### config.mk
export PLATFORM = sky130hd
export DESIGN_NAME = gss_ram
export DESIGN_NICKNAME = d
export VERILOG_FILES = /design/src/hdl/gss_ram.sv
export SDC_FILE = /design/constraint.sdc
export NUM_CORES = 1
export LEC_CHECK = 0
export BUFFER_PORTS_ARGS = -buffer_cell sky130_fd_sc_hd__buf_2
export CAP_MARGIN = 30
export CORE_UTILIZATION = 55
export CTS_BUF_LIST = sky130_fd_sc_hd__clkbuf_4 sky130_fd_sc_hd__clkbuf_8
export DETAILED_ROUTE_END_ITERATION = 16
export HOLD_SLACK_MARGIN = 0.02
export PLACE_DENSITY = 0.69
export SLEW_MARGIN = 10
export SYNTH_ARGS = -nofsm -noshare
export SYNTH_HDL_FRONTEND = slang
export SYNTH_SLANG_ARGS = --single-unit
export TNS_END_PERCENT = 10
### constraint.sdc
create_clock -name clk -period 4.5 [get_ports clk]
set_input_delay 0.675 -clock clk [delete_from_list [all_inputs] [get_ports clk]]
set_output_delay 0.675 -clock clk [all_outputs]
set_load 0.05 [all_outputs]
### src/hdl/gss_ram.sv
// Generic simple dual-port RAM with one write port and a registered read port.
// No dependencies.
`default_nettype none
module gss_ram #(
  parameter int WIDTH = 32,
  parameter int DEPTH = 32
) (
  input  wire logic                     clk,
  input  wire logic                     we,
  input  wire logic [$clog2(DEPTH)-1:0] waddr,
  input  wire logic [WIDTH-1:0]         wdata,
  input  wire logic [$clog2(DEPTH)-1:0] raddr,
  output logic      [WIDTH-1:0]         rdata
);
  logic [WIDTH-1:0] mem [DEPTH];

  always_ff @(posedge clk) begin
    if (we) begin
      mem[waddr] <= wdata;
    end
    rdata <= mem[raddr];
  end
endmodule
`default_nettype wire

* After elaboration in Yosys (flattened, before gate mapping) *
Memory sizes are Yosys's and may differ from the RTL's. A register that Yosys moved wholly into a read port is not among the register bits.
Index checks and enable logic that the tools add are counted.

operators by class
  multiplexer cells = 2

operators by type and width
  kind              count
  1-bit 2-to-1 mux  2

word-level totals
  flip-flop bits (word level) = 0
  RAM bits = 1024
  bits of input ports = 44
  word-level logic and storage cells = 3
  memories kept = 1

memory list
  name  words  width  read ports  clocked after memory_dff  wr ports  line  source
  mem   32     32     1           1                         1         15    logic [WIDTH-1:0] mem [DEPTH];

* Longest topological paths before layout *
Gate-level depths: netlist of the first run.

  depth in word-level cells = 2
  gate-level depth with buffers = 8
  depth with buffers taken out = 5

* Least setup slack after synthesis of the first run *
No wires, ideal clock.

  kind = input port to flip-flop
  from = input waddr[1]
  to = memory mem[12][0] (enable)
  setup time = 0.421 ns
  arrival = 2.688 ns
  data required time = 4.079 ns
  path slack = 1.391 ns
  cell stages on the path = 3
  path buffers = 1
  cell sequence = or3b_2 clkbuf_1 nor2_1

RTL lines
  item                line  source
  start: declaration  10    input wire logic [$clog2(DEPTH)-1:0] waddr,
  end: declaration    15

Straight into the memory's write port.

==> metrics.cfg, run 1 <==
[run_status]
status = completed

[clock_tree]
holdBufCountCts = 0
cts_num_sinks = 1056
cts_tree = yes
cts_setup_buffers = 0
cts_made_buffers = 162
clk_path_buf_depth = 3
cts_resized = 0
clk_pin_slew_ps = 60
insertion_delay_ps = 820
cts.root.buffer_cell = clkbuf_8
ctsHtreeMaxLevel = 4

[final_layout]
drive_gt1_frac = 0.1778
area_growth_pct = 12.88
finalNetCount = 2497
n_fill_cell = 5060
design_area_um2 = 45700
multi_input_comb_area_um2 = 8610
seq_area_um2 = 31390

[logic_synthesis]
ys_warn_count = 0
synth_area_leaders = edfxtp_1 (76%), mux2i_1 (13%), a22oi_1 (1.8%)
syn-num-nets = 2304
yosysMostFrequentCell = edfxtp_1
synthAdderAreaFrac = 0
synth_xor_area_frac = 0
synth-compound-area-share = 0.04846
synth_cell_types = 25
synth_edf_count = 1024
synth_top_area_share = 0.7595
yosys.area_share.simple = 0.03100
synth_seq_area_share = 0.7754
syn_inst = 2260
netlist_area_um2 = 40490
ys.flop_type = edfxtp_1
synth_mux_area_frac = 0.1266
yosysTopAreaCell = edfxtp_1
ys_async_sr_fraction = 0
avgSynthCellArea_um2 = 17.91
ys_ff_latch = 1056
synth_common_cells = edfxtp_1 (1024), mux2i_1 (512), nand2_1 (98), nand3_1 (98)
synth_top_family_by_area = multiplexers

[routing]
wl_per_cell_um = 27.63
drc_errors = 0
wl_um = 97940
vias = 21537
via_per_inst = 6.075
drt_iter0_drc = 2178
first_pass_iters = 5
drtAntennaViolNets = 0

[sta]
timing.final.crit_share = 0.5446
period_needed_ps = 2451
hold_viol = 0
rsz0062_at_grt = false
slew-limit-headroom = 0.3710
worst_pin_slew_ps = 943.5
setup_viol = 0
final.setup_skew_ps = 39.13
finalMaxSlewViolations = 0
max_freq_mhz = 408.0
timing.hold.ws_ps = 433.8
fin_tns_setup_ps = 0

[critical_path]
slowest_delay_ps = 760
crit_buf_inv = 2
endpoint_kind = flop
crit_fanout = 40
path_cells = buf_2 > and2b_4 > buf_4 > a22o_1 > nor3_1 > a31oi_1 > nand3_1
cp_top_family = simple AND/OR/NAND/NOR gates
cp-start-kind = primary input
critical_path_required_ps = 5060
worst-setup-path-type = in2reg
cp.arrival_ps = 3010
worst_path_max_delay_cell = and2b_4

[global_routing]
grt_start_max_net_pins = 84
grt-ovfl-total = 0
grt_usage = 0.2657
antenna_found_initial = 10
grt_pass1_wl_um = 142500
first_global_vias = 21781

[floorplan]
die_area_um2 = 74700
initial_utilization = 0.5558
core_area_um2 = 72830
ioPinCount = 76
die_h_um = 273.3
rows = 99
die_w_um = 273.3

[min_path]
worstHoldPathType = in2reg

[power]
netSwitchingFraction = 0.2271
p_int_uw = 15350
powerDensity_nw_per_um2 = 434.4
clkPwrFrac = 0.386
power_frac_comb = 0.060
p_switching_uw = 4508
vdd_drop_max_mv = 0.2298
seqPwrFrac = 0.554
p_leak_uw = 0.01608

[job]
drv_cap = 0

[placed_design]
gp_congestion = 0.8415
placed_area_um2 = 42570
hpwl_um = 57230
port_buffers = 75

[sequential cells by signal (all words and copies together), names as in the netlist]
| name | count |
|---|---|
| mem | 1024 |
| rdata | 32 |
[path summary, 6_finish.rpt]
check | to | cells after the start | startpoint | slack [ps]
setup reg to reg | rdata[17] | 5 | mem[1][17] | 2650
hold reg to reg | rdata[31] | 4 | mem[26][31] | 580
setup / recovery | rdata[17] | 7 | raddr[2] | 2050
hold / removal | mem[5][15] | 1 | wdata[15] | 430
[area by class of cell]
class / instances / share of cell area
Multi-Input combinational cell: 1077 / 0.1884
Clock inverter: 60 / 0.006982
Timing Repair Buffer: 156 / 0.03001
Tap cell: 959 / 0.02626
Clock buffer: 233 / 0.06127
Antenna cell: 4 / 0.0002190
Sequential cell: 1056 / 0.6869
[power groups by stage]
stage / logic (uW) / clock network, uW / registers [uW]
after CTS: 1190 / 7750 / 11000
after floorplan: 565 / 0 / 11300
after global placement: 1160 / 0 / 11200
after global routing: 1260 / 8190 / 11000
after detailed placement: 1190 / 0 / 11200
final: 1200 / 7660 / 11000
[cells in the final DEF (no fill, tap or decap), types with 16 or more instances in the layout]
| master | Yosys | routed |
|---|---|---|
| mux2i_1 | 512 | 512 |
| a31oi_1 | 32 | 32 |
| buf_12 | 0 | 19 |
| buf_4 | 33 | 55 |
| nor3_1 | 32 | 32 |
| a21oi_1 | 96 | 96 |
| clkbuf_4 | 2 | 65 |
| clkbuf_8 | 0 | 168 |
| dfxtp_1 | 32 | 32 |
| clkinv_1 | 0 | 33 |
| a22o_1 | 64 | 64 |
| buf_2 | 26 | 74 |
| a22oi_1 | 96 | 96 |
| edfxtp_1 | 1024 | 1024 |
| clkinv_2 | 0 | 16 |
| nand3_1 | 98 | 98 |
| nand2_1 | 98 | 97 |
| nor2_4 | 0 | 33 |
[logic make-up after synthesis]
kind of cell,count (synthesis)
DFF,1056
AOI/OAI and AO/OA,288
and+or+nand+nor,277
muxes,512
buffers and inverters,127
[worst register-to-register path, stage by stage, from the launching register on]
cell	delay (ps)
edfxtp_1	350
mux2i_1	180
a22o_1	210
nor3_1	110
a31oi_1	430
nand3_1	330
[stage by stage]
stage	worst slack (ps)	power [uW]	util	std cells
finish	2049	19850	0.6274	3545
global route	2075	20450	0.6274	3544
CTS	2138	19950	0.6273	3541
detailed placement	1262	12400	0.5845	3248
global placement	1336	12360	0.5799	3234
floorplan	1391	11880	-	2260
[layer usage]
layer	GRT usage	up-vias	wire length (um)
li1	-	9402	-
met1	0.3564	11061	39900
met2	0.4366	911	48290
met3	0.05342	157	7233
met4	0.08894	6	2484
met5	0	-	35
Power figures use the tool's default switching activity.
==> run 2: changes to the inputs <==
==> constraint.sdc (replaced) <==
create_clock -name clk -period 2.48 [get_ports clk]
set_input_delay 0.372 -clock clk [delete_from_list [all_inputs] [get_ports clk]]
set_output_delay 0.372 -clock clk [all_outputs]
set_load 0.05 [all_outputs]
==> metrics.cfg, run 2 (same netlist as run 1, synthesis figures left out) <==
[final_layout]
multi_input_comb_area_um2 = 8610  ; unchanged
largest_reg_flops = 1024  ; unchanged
final_cell_mix = edfxtp_1 (1024), mux2i_1 (512), clkbuf_8 (171), nand3_1 (98), nand2_1 (97)  ; was edfxtp_1 (1024), mux2i_1 (512), clkbuf_8 (168), nand3_1 (98), nand2_1 (97)
area_growth_pct = 14.65  ; was 12.88%
n_fill_cell = 5034  ; was 5060
seq_area_um2 = 31390  ; unchanged
utilization = 0.6373  ; was 0.6274
reg.largest.list = mem: 1024 flops, rdata: 32 flops  ; unchanged
layoutNonFillerInstCount = 3587  ; was 3545
drive_gt1_frac = 0.1871  ; was 0.1778
layout_commonest_cell = edfxtp_1  ; unchanged
top_register = mem  ; unchanged
finalNetCount = 2546  ; was 2497

[global_routing]
grt_pass1_wl_um = 138000  ; was 142500 um
grt-ovfl-total = 0  ; unchanged
grt_usage = 0.2582  ; was 0.2657
first_global_vias = 21563  ; was 21781
antenna_found_initial = 11  ; was 10
grt_start_max_net_pins = 54  ; was 84

[critical_path]
crit_fanout = 41  ; was 40
worst_path_max_delay_cell = dlygate4sd3_1  ; was and2b_4
path_cells = dlygate4sd3_1 > buf_2 > and2b_4 > buf_12 > a22o_1 > nor3_1 > a31oi_1 > buf_4 > nand3_1  ; was buf_2 > and2b_4 > buf_4 > a22o_1 > nor3_1 > a31oi_1 > nand3_1
cp_top_family = buffers and inverters  ; was simple AND/OR/NAND/NOR gates
cp-start-kind = primary input  ; unchanged
endpoint_kind = flop  ; unchanged
slowest_delay_ps = 550  ; was 760 ps
reg2reg_from = mem[1][24]  ; was mem[1][17]
crit_buf_inv = 4  ; was 2
worst-setup-path-type = in2reg  ; unchanged
timing.rr.end = rdata[24]  ; was rdata[17]
critical_path_required_ps = 3140  ; was 5060 ps
cp.arrival_ps = 2670  ; was 3010 ps
r2r_cells = 6  ; was 5
r2r_slack_ps = 940  ; was 2650 ps

[floorplan]
core_area_um2 = 72830  ; unchanged
rows = 99  ; unchanged
ioPinCount = 76  ; unchanged
die_h_um = 273.3  ; unchanged
die_w_um = 273.3  ; unchanged
initial_utilization = 0.5558  ; unchanged
die_area_um2 = 74700  ; unchanged

[run_status]
status = completed  ; unchanged

[routing]
drc_errors = 0  ; unchanged
via_per_inst = 6.032  ; was 6.075
drt_iter0_drc = 1975  ; was 2178
wl_um = 95670  ; was 97940 um
drtAntennaViolNets = 0  ; unchanged
vias = 21635  ; was 21537
first_pass_iters = 7  ; was 5
wl_per_cell_um = 26.67  ; was 27.63 um

[clock_tree]
ctsHtreeMaxLevel = 4  ; unchanged
cts_made_buffers = 159  ; was 162
cts_resized = 0  ; unchanged
clk_pin_slew_ps = 60  ; about the same
cts_tree = yes  ; unchanged
clk_path_buf_depth = 3  ; unchanged
cts.root.buffer_cell = clkbuf_8  ; unchanged
insertion_delay_ps = 800  ; was 820 ps
cts_num_sinks = 1056  ; unchanged

[min_path]
min_path_cells = 1  ; unchanged
worstHoldPathType = in2reg  ; unchanged
min-delay-start = wdata[19]  ; was wdata[15]
whs_endpoint = mem[26][19]  ; was mem[5][15]

[placed_design]
hpwl_um = 52450  ; was 57230 um
port_buffers = 75  ; unchanged
dpl.cell_count = 3288  ; was 3248
gp_congestion = 0.8052  ; was 0.8415

[sta]
fin_tns_setup_ps = 0  ; unchanged
max_freq_mhz = 498.1
setup_viol = 0  ; unchanged
timing.final.crit_share = 0.8095
final.setup_skew_ps = 24.34  ; was 39.13 ps
worst_pin_slew_ps = 646.0  ; was 943.5 ps
period_needed_ps = 2008
slew-limit-headroom = 0.5694  ; was 0.3710
finalMaxSlewViolations = 0  ; unchanged
hold_viol = 0  ; unchanged
rsz0062_at_grt = false  ; unchanged

[power]
powerDensity_nw_per_um2 = 772.9  ; was 434.4 nW/um2
vdd_drop_max_mv = 0.4493  ; was 0.2298 mV
power_uw = 35870  ; was 19850 uW
p_leak_uw = 0.01639  ; was 0.01608 uW

[job]
drv_cap = 0  ; unchanged

-- run 2: cell count changes in the layout (fill, tap and decap cells not counted), sizes merged --
cell	delta
buf	+40
dlygate4sd3	+12
clkbuf	-9
clkinv	-4
inv	+3
-- run 2: report_power, final --
part	total (uW)	switching [uW]	internal, uW
logic	2160	1460	701
registers	19900	94.7	19800
clock network	13800	6460	7310
total	35900	8020	27900
-- run 2: repair_timing --
item | 4_1_cts | 5_1_grt
setup endpoints to repair | 0 | 0
hold buffers | 12 | 0
endpoints found under the hold margin | 250 | 0
buffers inserted | 0 | 0
-- run 2: layout make-up --
class	instances	area share
Sequential cell	1056	0.6763
Tap cell	959	0.02585
Clock inverter	59	0.007845
Timing Repair Buffer	208	0.04502
Antenna cell	4	0.0002157
Multi-Input combinational cell	1077	0.1855
Clock buffer	224	0.05928
-- run 2: worst reg2reg max path: cells and delay by family (launching register included) --
kind            cells  cell delay [ps]
compound gates      2              560
flops               1              360
buf+inv             1              190
mux                 1              150
simple gates        2              140
-- run 2: worst max path at each step --
stage	startpoint	endpoint	slack, ps	depth (start not counted)
3_3_place_gp	raddr[2]	rdata[24]	250	8
5_1_grt	rdata[9]	rdata[9]	450	1
4_1_cts	rdata[9]	rdata[9]	430	1
2_1_floorplan	waddr[1]	mem[12][0]	-330	3
6_report	raddr[2]	rdata[24]	470	9
3_5_place_dp	raddr[2]	rdata[24]	260	8
-- run 2: routing by layer --
layer | vias to the layer above | global-route usage | routed length, um
met1 | 11168 | 0.3469 | 40100
li1 | 9506 | - | -
met2 | 786 | 0.4219 | 47030
met4 | 10 | 0.09585 | 2453
met3 | 165 | 0.04851 | 6026
met5 | - | 0 | 60
-- run 2: stage by stage --
step | cell area, um2 | setup WS [ps] | hold slack [ps]
3_5_place_dp | 43170 | 257.9 | 588.2
5_1_grt | 46410 | 449.8 | 69.21
6_report | 46410 | 472.4 | 69.80
4_1_cts | 46400 | 430.3 | 24.07
3_3_place_gp | 43170 | 250.8 | 579.3
2_1_floorplan | 40490 | -326.1 | 470.9
