<file path="src/hdl/gss_pkg.sv">
// Shared constants, command codes and fixed-point helpers for the actuator solver.
// No dependencies; imported by gss_div and the solver.
`default_nettype none
package gss_pkg;
  localparam int MAX_ROWS  = 32;
  localparam int FRAC_BITS = 16;
  localparam int SLOTS     = 32;
  localparam int DW        = 32;
  localparam int RW        = $clog2(MAX_ROWS);
  localparam int MW        = $clog2(MAX_ROWS * MAX_ROWS);
  localparam int SW        = $clog2(SLOTS);
  localparam int AROWW     = 5;
  localparam int ACCW      = 2 * DW + 8;
  localparam int NUMW      = DW + 1 + FRAC_BITS;
  localparam int EFF_MAX   = (MAX_ROWS < 32) ? MAX_ROWS : 32;

  typedef enum logic [1:0] {
    CMD_MATRIX = 2'd0,
    CMD_ROW    = 2'd1,
    CMD_ACT    = 2'd2,
    CMD_START  = 2'd3
  } cmd_t;

  localparam logic [3:0] ADDR_ROW_COUNT = 4'h0;
  localparam logic [3:0] ADDR_ACT_COUNT = 4'h4;
  localparam logic [3:0] ADDR_MODE      = 4'h8;
  localparam logic [3:0] ADDR_SWEEPS    = 4'hC;

  localparam logic signed [ACCW-1:0] SAT_HI = {{(ACCW-DW+1){1'b0}}, {(DW-1){1'b1}}};
  localparam logic signed [ACCW-1:0] SAT_LO = {{(ACCW-DW+1){1'b1}}, {(DW-1){1'b0}}};

  function automatic logic signed [DW-1:0] sat_dw(input logic signed [ACCW-1:0] v);
    logic signed [DW-1:0] r;
    if (v > SAT_HI) r = SAT_HI[DW-1:0];
    else if (v < SAT_LO) r = SAT_LO[DW-1:0];
    else r = v[DW-1:0];
    return r;
  endfunction

  // Scale a full product down by the fraction width, rounding half up.
  function automatic logic signed [ACCW-1:0] fx_round(input logic signed [2*DW-1:0] p);
    logic signed [ACCW-1:0] e;
    e = ACCW'(p);
    e = e + ACCW'(1 << (FRAC_BITS - 1));
    return e >>> FRAC_BITS;
  endfunction
endpackage
`default_nettype wire

</file>
<file path="src/hdl/gss_div.sv">
// Restoring signed divider, one quotient bit per cycle: (num * 2^FRAC_BITS) / den,
// truncated toward zero. Depends on gss_pkg.
`default_nettype none
module gss_div (
  input  wire logic                            clk,
  input  wire logic                            rst_n,
  input  wire logic                            start,
  input  wire logic signed [gss_pkg::DW:0]     num,
  input  wire logic signed [gss_pkg::DW-1:0]   den,
  output logic                                 done,
  output logic signed [gss_pkg::NUMW:0]        quot
);
  import gss_pkg::*;

  localparam int CW = $clog2(NUMW + 1);

  logic [NUMW-1:0] dvd_r;
  logic [DW-1:0]   rem_r, den_r;
  logic            neg_r, run_r;
  logic [CW-1:0]   cnt_r;
  logic [DW:0]     trial;
  logic            fits;
  logic [DW:0]     num_mag;
  logic [DW-1:0]   den_mag;

  assign num_mag = num[DW] ? (DW+1)'(-num) : num;
  assign den_mag = den[DW-1] ? DW'(-den) : den;
  assign trial   = {rem_r, dvd_r[NUMW-1]};
  assign fits    = trial >= {1'b0, den_r};
  assign quot    = neg_r ? -$signed({1'b0, dvd_r}) : $signed({1'b0, dvd_r});

  always_ff @(posedge clk) begin
    if (!rst_n) begin
      run_r <= 1'b0;
      done  <= 1'b0;
      cnt_r <= '0;
    end else begin
      done <= 1'b0;
      if (start) begin
        dvd_r <= {num_mag, {FRAC_BITS{1'b0}}};
        rem_r <= '0;
        den_r <= den_mag;
        neg_r <= num[DW] ^ den[DW-1];
        cnt_r <= CW'(NUMW);
        run_r <= 1'b1;
      end else if (run_r) begin
        rem_r <= fits ? DW'(trial - {1'b0, den_r}) : trial[DW-1:0];
        dvd_r <= {dvd_r[NUMW-2:0], fits};
        cnt_r <= cnt_r - 1'b1;
        if (cnt_r == CW'(1)) begin
          run_r <= 1'b0;
          done  <= 1'b1;
        end
      end
    end
  end
endmodule
`default_nettype wire

</file>
<file path="config.mk">
export PLATFORM = sky130hd
export DESIGN_NAME = gss_div
export DESIGN_NICKNAME = d
export VERILOG_FILES = /design/src/hdl/gss_pkg.sv /design/src/hdl/gss_div.sv
export SDC_FILE = /design/constraint.sdc
export NUM_CORES = 1
export LEC_CHECK = 0
export ABC_AREA = 0
export BUFFER_PORTS_ARGS = -buffer_cell sky130_fd_sc_hd__buf_4
export CORE_UTILIZATION = 59
export DETAILED_ROUTE_END_ITERATION = 6
export PLACE_DENSITY = 0.8
export SLEW_MARGIN = 20
export SYNTH_ARGS = -nofsm -noshare
export SYNTH_HDL_FRONTEND = slang
export SYNTH_SLANG_ARGS = --single-unit
export TNS_END_PERCENT = 100
</file>
<file path="constraint.sdc">
create_clock -name clk -period 6.7 [get_ports clk]
set_clock_uncertainty 0.2 [all_clocks]
set_input_delay 1.34 -clock clk [delete_from_list [all_inputs] [get_ports clk]]
set_output_delay 1.34 -clock clk [all_outputs]
set_load 0.05 [all_outputs]
</file>
# ---- After elaboration in Yosys (flattened, before gate mapping)
# Index checks and enable logic that the tools add are counted.
dict set report totals {
  ff_bits 122
}
dict set report classes {
  add_sub_neg 5
  n_eq_ne 1
  n_mux 13
  magnitude_cmp 1
  reduce_logical 5
  n_bitwise 3
}
# cell n
set op_table {}
lappend op_table {{two-way mux 49 bit} 2}
lappend op_table {{two-way mux 32 bit} 2}
lappend op_table {{two-way mux 50 bit} 1}
lappend op_table {{negation 49 -> 50 bit} 1}
lappend op_table {{>= comparator 33 x 32 -> 1 bit} 1}
lappend op_table {{two-way mux 33 bit} 1}
lappend op_table {{negation 33 bit} 1}
lappend op_table {{negation 32 bit} 1}
lappend op_table {{subtractor 32 bit} 1}
lappend op_table {{two-way mux 31 bit} 1}
lappend op_table {{two-way mux 6 bit} 2}
lappend op_table {{equality test 6 x 1 -> 1 bit, second input constant} 1}
lappend op_table {{subtractor 6 x 1 -> 6 bit, second input constant} 1}
lappend op_table {{two-way mux 1 bit} 4}
lappend op_table {{AND reduction 2 bit} 2}
lappend op_table {{OR reduction 3 bit} 1}
lappend op_table {{NOT 1 bit} 2}
lappend op_table {{nonzero test 2 bit} 1}
lappend op_table {{OR reduction 2 bit} 1}
lappend op_table {{XOR 1 bit} 1}

# ---- Depth between registers and ports, before layout
# Gate-level depths: netlist (run 1).
dict set report depth {
  word_depth 4
  ltp_mapped 13
  ltp_nobuf 12
}

# ---- Worst setup path after synthesis (run 1)
# Ideal clock, no wire load.
dict set report synth_timing {
  path_kind {reg-to-output}
  startpoint {reg dvd_r[8]}
  endpoint {out quot[47] in the netlist's numbering}
  t_required_ns 5.160
  stages_incl_launch_ff 10
  path_slack_ns 1.208
  arrival_time_ns 3.952
  cell_sequence {edfxtp_1 > or4_4 > or3_1 > or3_4 > or4_4 > or3_4 > or3_4 > or3b_4 > o41ai_4 > xnor2_1}
}
dict set report synth_via {
  elab_chain_len 2
}
# item line
set synth_lines {}
lappend synth_lines {{from (decl)} gss_div.sv:17} ;# logic [NUMW-1:0] dvd_r;
lappend synth_lines {{from (signal assigned)} gss_div.sv:40} ;# dvd_r <= {num_mag, {FRAC_BITS{1'b0}}};
lappend synth_lines {{from (signal assigned)} gss_div.sv:48} ;# dvd_r <= {dvd_r[NUMW-2:0], fits};
lappend synth_lines {{negation 49 -> 50 bit} gss_div.sv:30} ;# assign quot = neg_r ? -$signed({1'b0, dvd_r}) : $signed({1'b0, dvd_r});
lappend synth_lines {{two-way mux 50 bit} gss_div.sv:30}
lappend synth_lines {{to (decl)} gss_div.sv:11} ;# output logic signed [gss_pkg::NUMW:0] quot
# No other way between the ends.

# ---- Worst setup path after layout (run 1)
# Ends and elaborated chain as after synthesis.

==> results of run 1 <==
==> logic make-up (layout without fill, tap and decap cells) <==
kind of cell             after synthesis  count (layout)  synth area share, %
AND/OR/NAND/NOR                      267             267                 15.6
AO/OA/AOI/OAI                        228             228                 16.9
XOR/XNOR                             140             140                 14.0
flip-flops                           122             122                 41.0
buffers and inverters                 90             204                 3.91
adder cells (fa/ha/maj)               38              38                 5.53
multiplexers                          26              26                 2.99
==> placed cells by master (no fill, tap or decap), drive strengths merged, types with 8 or more instances in the layout <==
| cell type | count |
|---|---|
| buf | 123 |
| edfxtp | 114 |
| xnor2 | 95 |
| nor2 | 79 |
| nand2 | 69 |
| a21oi | 62 |
| o21ai | 53 |
| inv | 50 |
| xor2 | 45 |
| ha | 37 |
| o31ai | 29 |
| mux2i | 25 |
| a21o | 22 |
| or4 | 22 |
| nor2b | 19 |
| clkbuf | 19 |
| o41ai | 18 |
| or3 | 17 |
| nand3 | 12 |
| a211oi | 9 |
| nor4 | 8 |
| nand4 | 8 |
| dfxtp | 8 |
| clkinv | 8 |
==> stage by stage <==
stage / area (µm²) / hold slack [ns]
5_1_grt: 10300 / 0.365
3_5_place_dp: 9750 / 0.303
4_1_cts: 10300 / 0.308
3_3_place_gp: 9750 / 0.282
2_1_floorplan: 8740 / 0.269
6_report: 10300 / 0.302
==> worst max-delay path, stage by stage (launching register included) <==
cell and delay [ns]:
edfxtp_1 0.47, or4_4 0.55, or3_1 0.35, or3_4 0.41, or4_4 0.45, or3_4 0.36, or3_4 0.36, or3b_4 0.46
o41ai_4 0.23, xnor2_1 0.15, buf_4 0.21
==> report_power, final <==
group	internal [mW]	switching, mW
Clock	0.534	0.317
Combinational	0.330	0.526
Sequential	0.923	0.0469
Total	1.79	0.890
==> sequential cells by signal, indices dropped and copies added (netlist names) <==
register / flops
run_r: 1
cnt_r: 6
done: 1
dvd_r: 49
rem_r: 32
neg_r: 1
den_r: 32
==> path summary, 6_finish.rpt <==
check	start	endpoint	slack, ns	depth (start not counted)
setup / recovery	dvd_r[8]$_SDFFCE_PP0P_	quot[47]	0.72	10
hold / removal	cnt_r[1]$_SDFFE_PP0P_	cnt_r[1]$_SDFFE_PP0P_	0.30	2
setup reg to reg	den_r[1]$_DFFE_PP_	rem_r[13]$_SDFFCE_PP0P_	2.53	11
hold reg to reg	cnt_r[1]$_SDFFE_PP0P_	cnt_r[1]$_SDFFE_PP0P_	0.30	2
==> routing by layer <==
metal	global-route usage (%)	vias to the layer above	part of all wire [%]
li1	-	3536	-
met1	32.8	3391	44
met2	45.6	213	49
met3	5.36	22	6.0
met4	7.76	0	1.2
met5	0	-	0
==> synthesized netlist by cell type, types with 7 or more instances <==
| master | instances | area share [%] |
|---|---|---|
| edfxtp_1 | 114 | 39 |
| xnor2_1 | 95 | 9.5 |
| nor2_1 | 79 | 3.4 |
| nand2_1 | 69 | 3.0 |
| a21oi_1 | 62 | 3.6 |
| o21ai_0 | 52 | 3.0 |
| inv_1 | 50 | 2.1 |
| xor2_1 | 45 | 4.5 |
| ha_1 | 37 | 5.3 |
| clkbuf_1 | 34 | 1.5 |
| o31ai_1 | 28 | 2.4 |
| mux2i_1 | 25 | 2.9 |
| a21o_1 | 22 | 1.9 |
| or4_1 | 20 | 1.7 |
| nor2b_1 | 19 | 1.4 |
| o41ai_1 | 17 | 1.7 |
| or3_1 | 14 | 1.0 |
| nand3_1 | 12 | 0.69 |
| a211oi_1 | 9 | 0.77 |
| dfxtp_1 | 8 | 1.8 |
| nand4_1 | 8 | 0.57 |
| nor4_1 | 8 | 0.57 |
| a31oi_1 | 7 | 0.50 |
| nand3b_1 | 7 | 0.60 |
| o211ai_1 | 7 | 0.60 |
==> final cells by class <==
class                           count  share of cell area [%]
Tap cell                          184                    2.24
Multi-Input combinational cell    699                    46.9
Timing Repair Buffer              123                    8.98
Clock buffer                       19                    4.21
Sequential cell                   122                    34.8
Clock inverter                     12                    1.05
Inverter                           50                    1.82
==> metrics.txt, run 1 <==
Post-synth EDFFs=114; Post-Synthesis Net Count=1017; crit path kind=flip-flop to output pin; setup TNS=0 ns; run status=finished clean; WL final=19600 µm; Max VDD drop=0.000179 V; Rows=44; RePlAce Congestion=0.904; Hold-fix buffers, CTS=0; Core Region=0.0145 mm²; Reg area=0.00358 mm²; Clock transition at path regs=0.06 ns; Post-CTS Setup Bufs=0; share of cells above drive strength 1=15.6%; DRT Pass-1 Iters=5; vias in the first global route=6509; Pleak=4.10 nW; Finished Layout Cells=1209; Post-Syn Instances=911; CTS buffer count=17; per-cell routed wire length=16.2 µm; post-DP HPWL=14000 µm; Mapped Avg Cell Area=9.59 µm²; vias=7162; synthesized area=0.00874 mm²; Fin. Hold Viols=0; DIE AREA=0.0153 mm²; Syn-to-layout area delta=17.7%; port bufs=118; CTS tree=done; synthesized flop and latch total=122; width of the die=124 µm; Max-Cap Viols=0; DR iter-0 viols=414; pre-CTS setup slack=1.16 ns; Critical Path Start Type=flip-flop; # DRC=0; Tcrit/Tclk final=89.2%; final setup violation count=0; WP data required=5.16 ns; worst setup margin=0.722 ns; Post-CTS Resized=0; Slew headroom=31.5%; initial antenna violation count=0; Worst-Margin Slew=1.03 ns; Total GRT Usage=26.2%; Max Fanout on Critical Path=5; f_max=167 MHz; CP arrival=4.44 ns; number of H-tree levels=4; Yosys warning total=0; first-pass GRT wire length=31000 µm; Pwr per Cell Area=260 mW/mm²; RSZ-0062 raised after global routing=no; fraction of registers with async set/reset=0%; number of diodes=0; Congestion Overflow GR=0; IO Count=119; clk sinks=122; fin nets=1119; Root Buffer=clkbuf_16; CP endpoint kind=output pin; Layout Utilization=71.0%; top_reg_cell synth=edfxtp_1; placed cells=1178; Hold WC Path Type=flip-flop to flip-flop; DRT antenna net count=0; Slew Viols, Final=0; clk_lat worst skew=0.42 ns; clock tree buffer depth=2; Multi-input gate area=0.00482 mm²; Tmin final=5.98 ns; largest net degree at the start of global routing=96; Synth cell types=60; Via density=5.92; Design Power=2.68 mW; post-synthesis sequential area ratio=41.0%; Initial Util=60.4%; fillcell total=1085; Die Ht=124 µm
(Power assumes the default switching activity.)
==> run 2: changes to the inputs <==
- CORE_UTILIZATION: 59 -> 50
- PLACE_DENSITY: 0.8 -> 0.69
==> run 2 against run 1 <==
Clock power is 8.0% higher. Register-to-register slack got worse by 0.03 ns. First-iteration DRC count increased by 3.9%. Setup slack better by 0.017 ns. Sequential cell count did not move. Sequential power is essentially flat. Critical endpoint unchanged.
==> metrics.txt, run 2 (synthesis results as in run 1) <==
Initial Util=52.0%; Syn-to-layout area delta=18.8%; placed cells=1214; CTS buffer count=17; number of diodes=0; Design Power=2.74 mW; CP bufs+invs=1; Pleak=4.12 nW; Biggest register=dvd_r; clock tree buffer depth=2; worst hold path cell count=2; Slew Viols, Final=0; Post-CTS Setup Bufs=0; Max-Cap Viols=0; Max Fanout on Critical Path=5; largest stage delay on the critical path=0.55 ns; first-pass GRT wire length=32400 µm; CP endpoint kind=output pin; RePlAce Congestion=0.870; per-cell routed wire length=15.9 µm; Hold WC Path Type=flip-flop to flip-flop; share of cells above drive strength 1=16.1%; fillcell total=1464; IO Count=119; critical path cell sequence=or4_4, or3_1, or3_4, or4_4, or3_4, or3_4, or3b_4, o41ai_4, xnor2_1, buf_4; Tmin final=5.96 ns; f_max=168 MHz; master of the slowest instance on the critical path=or4_4; clk sinks=122; clk_lat worst skew=0.42 ns; Fin. Hold Viols=0; Reg area=0.00358 mm²; Max VDD drop=0.000198 V; Congestion Overflow GR=0; largest net degree at the start of global routing=100; Via density=5.63; fin nets=1119; DIE AREA=0.0180 mm²; top flop regs=dvd_r x49, den_r x32, rem_r x32; Core Region=0.0168 mm²; depth of the worst register-to-register path=11; RSZ-0062 raised after global routing=no; Top Family by Delay on Critical Path=simple AND/OR/NAND/NOR gates; final setup violation count=0; width of the die=134 µm; port bufs=118; Multi-input gate area=0.00482 mm²; CP arrival=4.42 ns; vias=7014; Die Ht=134 µm; crit path kind=flip-flop to output pin; critical path depth in cells=10; Root Buffer=clkbuf_16; critical path's most frequent cell=or3_4; # DRC=0; Total GRT Usage=22.6%; Rows=47; Pwr per Cell Area=264 mW/mm²; Critical Path Start Type=flip-flop; Finished Layout Cells=1246; DR iter-0 viols=430; hold slack=0.294 ns; max reg flops=49; initial antenna violation count=0; run status=finished clean; most frequent cells in the layout=buf_4, edfxtp_1, xnor2_1; vias in the first global route=6633; number of H-tree levels=4; DRT Pass-1 Iters=5; most common cell after layout, fill and taps aside=buf_4; CTS tree=done; post-DP HPWL=14200 µm; Clock transition at path regs=0.05 ns; Worst-Margin Slew=0.987 ns; WL final=19800 µm; setup TNS=0 ns; Slew headroom=34.2%; Tcrit/Tclk final=89.0%; Hold-fix buffers, CTS=0; DRT antenna net count=0; WP data required=5.16 ns; Post-CTS Resized=0
## run 2: changes by cell type in the layout (fill, tap and decap cells not counted)
cell,change
clkinv_4,+1
clkinvlp_4,+3
clkbuf_1,+1
clkinv_1,-5
bufinv_16,+1
## run 2: routing by layer
layer  vias to the layer above  global-route usage [%]  routed length (µm)
met1                      3290                    30.1                9250
li1                       3540                       -                   -
met5                         -                       0                   0
met4                         0                    6.18                 192
met2                       164                    37.7                9480
met3                        20                    4.46                 858
## run 2: power by group
part | switching (mW) | leakage, nW | total (mW) | internal [mW]
sequential | 0.0473 | 1.15 | 0.970 | 0.922
combinational | 0.524 | 2.69 | 0.853 | 0.329
clock | 0.337 | 0.270 | 0.919 | 0.581
## run 2: path summary, 6_finish.rpt
check,slack (ns),endpoint,start
setup / recovery,0.74,quot[47],dvd_r[8]$_SDFFCE_PP0P_
hold / removal,0.29,cnt_r[1]$_SDFFE_PP0P_,cnt_r[1]$_SDFFE_PP0P_
setup reg to reg,2.50,rem_r[8]$_SDFFCE_PP0P_,dvd_r[48]$_DFFE_PP_
hold reg to reg,0.29,cnt_r[1]$_SDFFE_PP0P_,cnt_r[1]$_SDFFE_PP0P_
## run 2: cell type report
cell class | instances | share of cell area [%]
tap | 220 | 2.65
clock inverter | 12 | 1.45
clock buffer | 20 | 4.21
multi-input combinational | 699 | 46.5
timing repair buffer | 123 | 8.90
inverter | 50 | 1.81
sequential | 122 | 34.5
## run 2: worst register-to-register path, cell delays in order, from the launching register on
cell	delay, ns
edfxtp_1	0.46
inv_1	0.10
ha_1	0.23
nor2b_1	0.16
o211ai_1	0.12
a31oi_1	0.30
nand3b_1	0.19
a31oi_1	0.20
o31ai_1	0.67
a31o_2	0.91
mux2i_1	0.28
nor2_1	0.08
## run 2: stage by stage
step	instance area (µm²)	worst slack (ns)	utilization, %
2_1_floorplan	8740	1.21	-
4_1_cts	10400	0.718	61.7
5_1_grt	10400	0.521	61.7
3_3_place_gp	9790	1.22	58.2
3_5_place_dp	9790	1.18	58.2
6_report	10400	0.738	61.7
==> run 3: changes to the inputs <==
- ABC_AREA: 0 -> 1
- CTS_CLUSTER_SIZE: not set -> 30
- PLACE_DENSITY: 0.69 -> 0.67
==> run 3 against run 2 <==
The flow now finishes with violations (DRC). Largest power group is now combinational logic. Highest routed layer unchanged. Critical endpoint is now quot[40]. Routed wire length increased by 58%. Synthesized cell count increased by 87%. Critical path type unchanged. Register-to-register slack improved by 1.3 ns. Combinational power increased by 18%.
==> metrics.txt, run 3 <==
end of the worst hold path=cnt_r[4]$_SDFFE_PN0N_; Hold-fix buffers, CTS=0; most common cell after layout, fill and taps aside=nand2_1; Biggest register=dvd_r; IO Count=119; Design Power=2.93 mW; Critical Path Start Type=flip-flop; Tcrit/Tclk final=61.2%; CTS tree=done; # DRC=2; DR iter-0 viols=912; fraction of registers with async set/reset=0%; Syn-to-layout area delta=14.7%; DRT Pass-1 Iters=7; CP arrival=2.56 ns; Worst R2R Setup Slack=3.75 ns; number of H-tree levels=4; Synth top area share=30.2%; DRT antenna net count=0; crit path kind=flip-flop to output pin; Finished Layout Cells=2101; Post-Synthesis Net Count=1807; Max Fanout on Critical Path=7; Worst-Margin Slew=1.08 ns; f_max=244 MHz; top cells by count, synth=nand2_1, inv_1, nor2_1; RePlAce Congestion=0.965; post-synthesis sequential area ratio=31.6%; Post-CTS Setup Bufs=0; hold_sp=cnt_r[4]$_SDFFE_PN0N_; Root Buffer=clkbuf_16; run status=finished, violations left; setup TNS=0 ns; max reg flops=49; Core Region=0.0220 mm²; Congestion Overflow GR=0; WL final=31200 µm; Rows=54; synthesized flop and latch total=122; Total GRT Usage=27.2%; depth of the worst register-to-register path=13; WP data required=5.16 ns; failing checks=DRC; share of cells above drive strength 1=13.5%; Yosys warning total=0; Synth cell types=50; clock tree buffer depth=2; vias in the first global route=9957; dominant cells by area after synthesis=edfxtp_1, nand2_1, inv_1; Pleak=6.52 nW; synthesized area=0.0113 mm²; Hold WC Path Type=flip-flop to flip-flop; DIE AREA=0.0233 mm²; fin nets=1914; Tmin final=4.10 ns; width of the die=153 µm; Post-CTS Resized=0; r2r startpoint=den_r[6]$_DFFE_PP_; Max-Cap Viols=0; RR Endpoint=rem_r[25]$_SDFFCE_PP0P_; Initial Util=51.5%; RSZ-0062 raised after global routing=no; Slew Viols, Final=0; Slew headroom=28.0%; pre-CTS setup slack=3.04 ns; top flop regs=dvd_r x49, den_r x32, rem_r x32; port bufs=118; number of diodes=0; per-cell routed wire length=14.8 µm; clk sinks=122; worst hold path cell count=2; initial antenna violation count=1; vias=10800; largest net degree at the start of global routing=83; Mapped Avg Cell Area=6.67 µm²; Post-synth EDFFs=114; placed cells=2069; Max VDD drop=0.000137 V; Post-Syn Instances=1701; top_reg_cell synth=edfxtp_1; Pwr per Cell Area=225 mW/mm²; Via density=5.14; clk_lat worst skew=0.43 ns; CTS buffer count=17; most frequent cell after synthesis=nand2_1; first-pass GRT wire length=50400 µm; worst setup margin=2.60 ns; most frequent cells in the layout=nand2_1, inv_1, nor2_1; post-DP HPWL=24400 µm; Clock transition at path regs=0.07 ns; Die Ht=153 µm; CP endpoint kind=output pin; Fin. Hold Viols=0; final setup violation count=0; Yosys top cell by area=edfxtp_1; hold slack=0.315 ns
==> run 3: metrics by stage <==
step	utilization (%)	instance area, µm²
2_1_floorplan	-	11300
3_3_place_gp	56.4	12400
3_5_place_dp	56.4	12400
4_1_cts	59.1	13000
5_1_grt	59.1	13000
6_report	59.1	13000
==> run 3: layout make-up <==
type                    instances  area [µm²]
clock buffers                  17         425
clock inverters                15         174
fillers                      2150        9010
inverters                     323        1210
multi-input cells            1222        6350
flip-flops and latches        122        3580
well taps                     280         350
repair buffers                122         916
==> run 3: metal layers <==
layer  part of all wire, %  GRT usage, %  vias up
li1                      -             -     5531
met1                    51          41.9     4880
met2                    41          39.4      348
met3                   6.6          3.33       32
met4                   1.5          7.74        0
met5                     0             0        -
==> run 3: cells by family after synthesis <==
family          share of synthesized area [%]
simple gates                             38.3
buf+inv                                  12.5
flops                                    31.6
compound gates                           5.66
xor+xnor                                 7.64
fa+ha+maj                                4.26
==> run 3: worst max path at each step <==
| stage | end | slack [ns] | startpoint |
|---|---|---|---|
| 6_report | quot[40] | 2.60 | dvd_r[0]$_SDFFCE_PP0P_ |
| 5_1_grt | quot[40] | 2.42 | dvd_r[0]$_SDFFCE_PP0P_ |
| 4_1_cts | quot[40] | 2.58 | dvd_r[0]$_SDFFCE_PP0P_ |
| 3_5_place_dp | quot[40] | 3.04 | dvd_r[0]$_SDFFCE_PP0P_ |
| 3_3_place_gp | quot[29] | 3.11 | dvd_r[2]$_SDFFCE_PP0P_ |
| 2_1_floorplan | dvd_r[0]$_SDFFCE_PP0P_ | 0.16 | start |
==> run 3: critical path, cell delays in order (launching register included) <==
cell      delay (ns)
edfxtp_1        0.40
inv_1           0.12
ha_1            0.19
inv_1           0.08
nor3_4          0.17
nand2_2         0.12
nor2_4          0.18
nand3_2         0.14
o21ai_4         0.25
nand3_1         0.13
xor2_1          0.15
buf_4           0.21
==> run 3: where the power goes <==
| part | internal (mW) | leakage (nW) | total [mW] | switching [mW] |
|---|---|---|---|---|
| clock | 0.534 | 0.293 | 0.947 | 0.412 |
| combinational | 0.322 | 5.07 | 1.01 | 0.693 |
| sequential | 0.919 | 1.16 | 0.968 | 0.0489 |
| total | 1.78 | 6.52 | 2.93 | 1.15 |
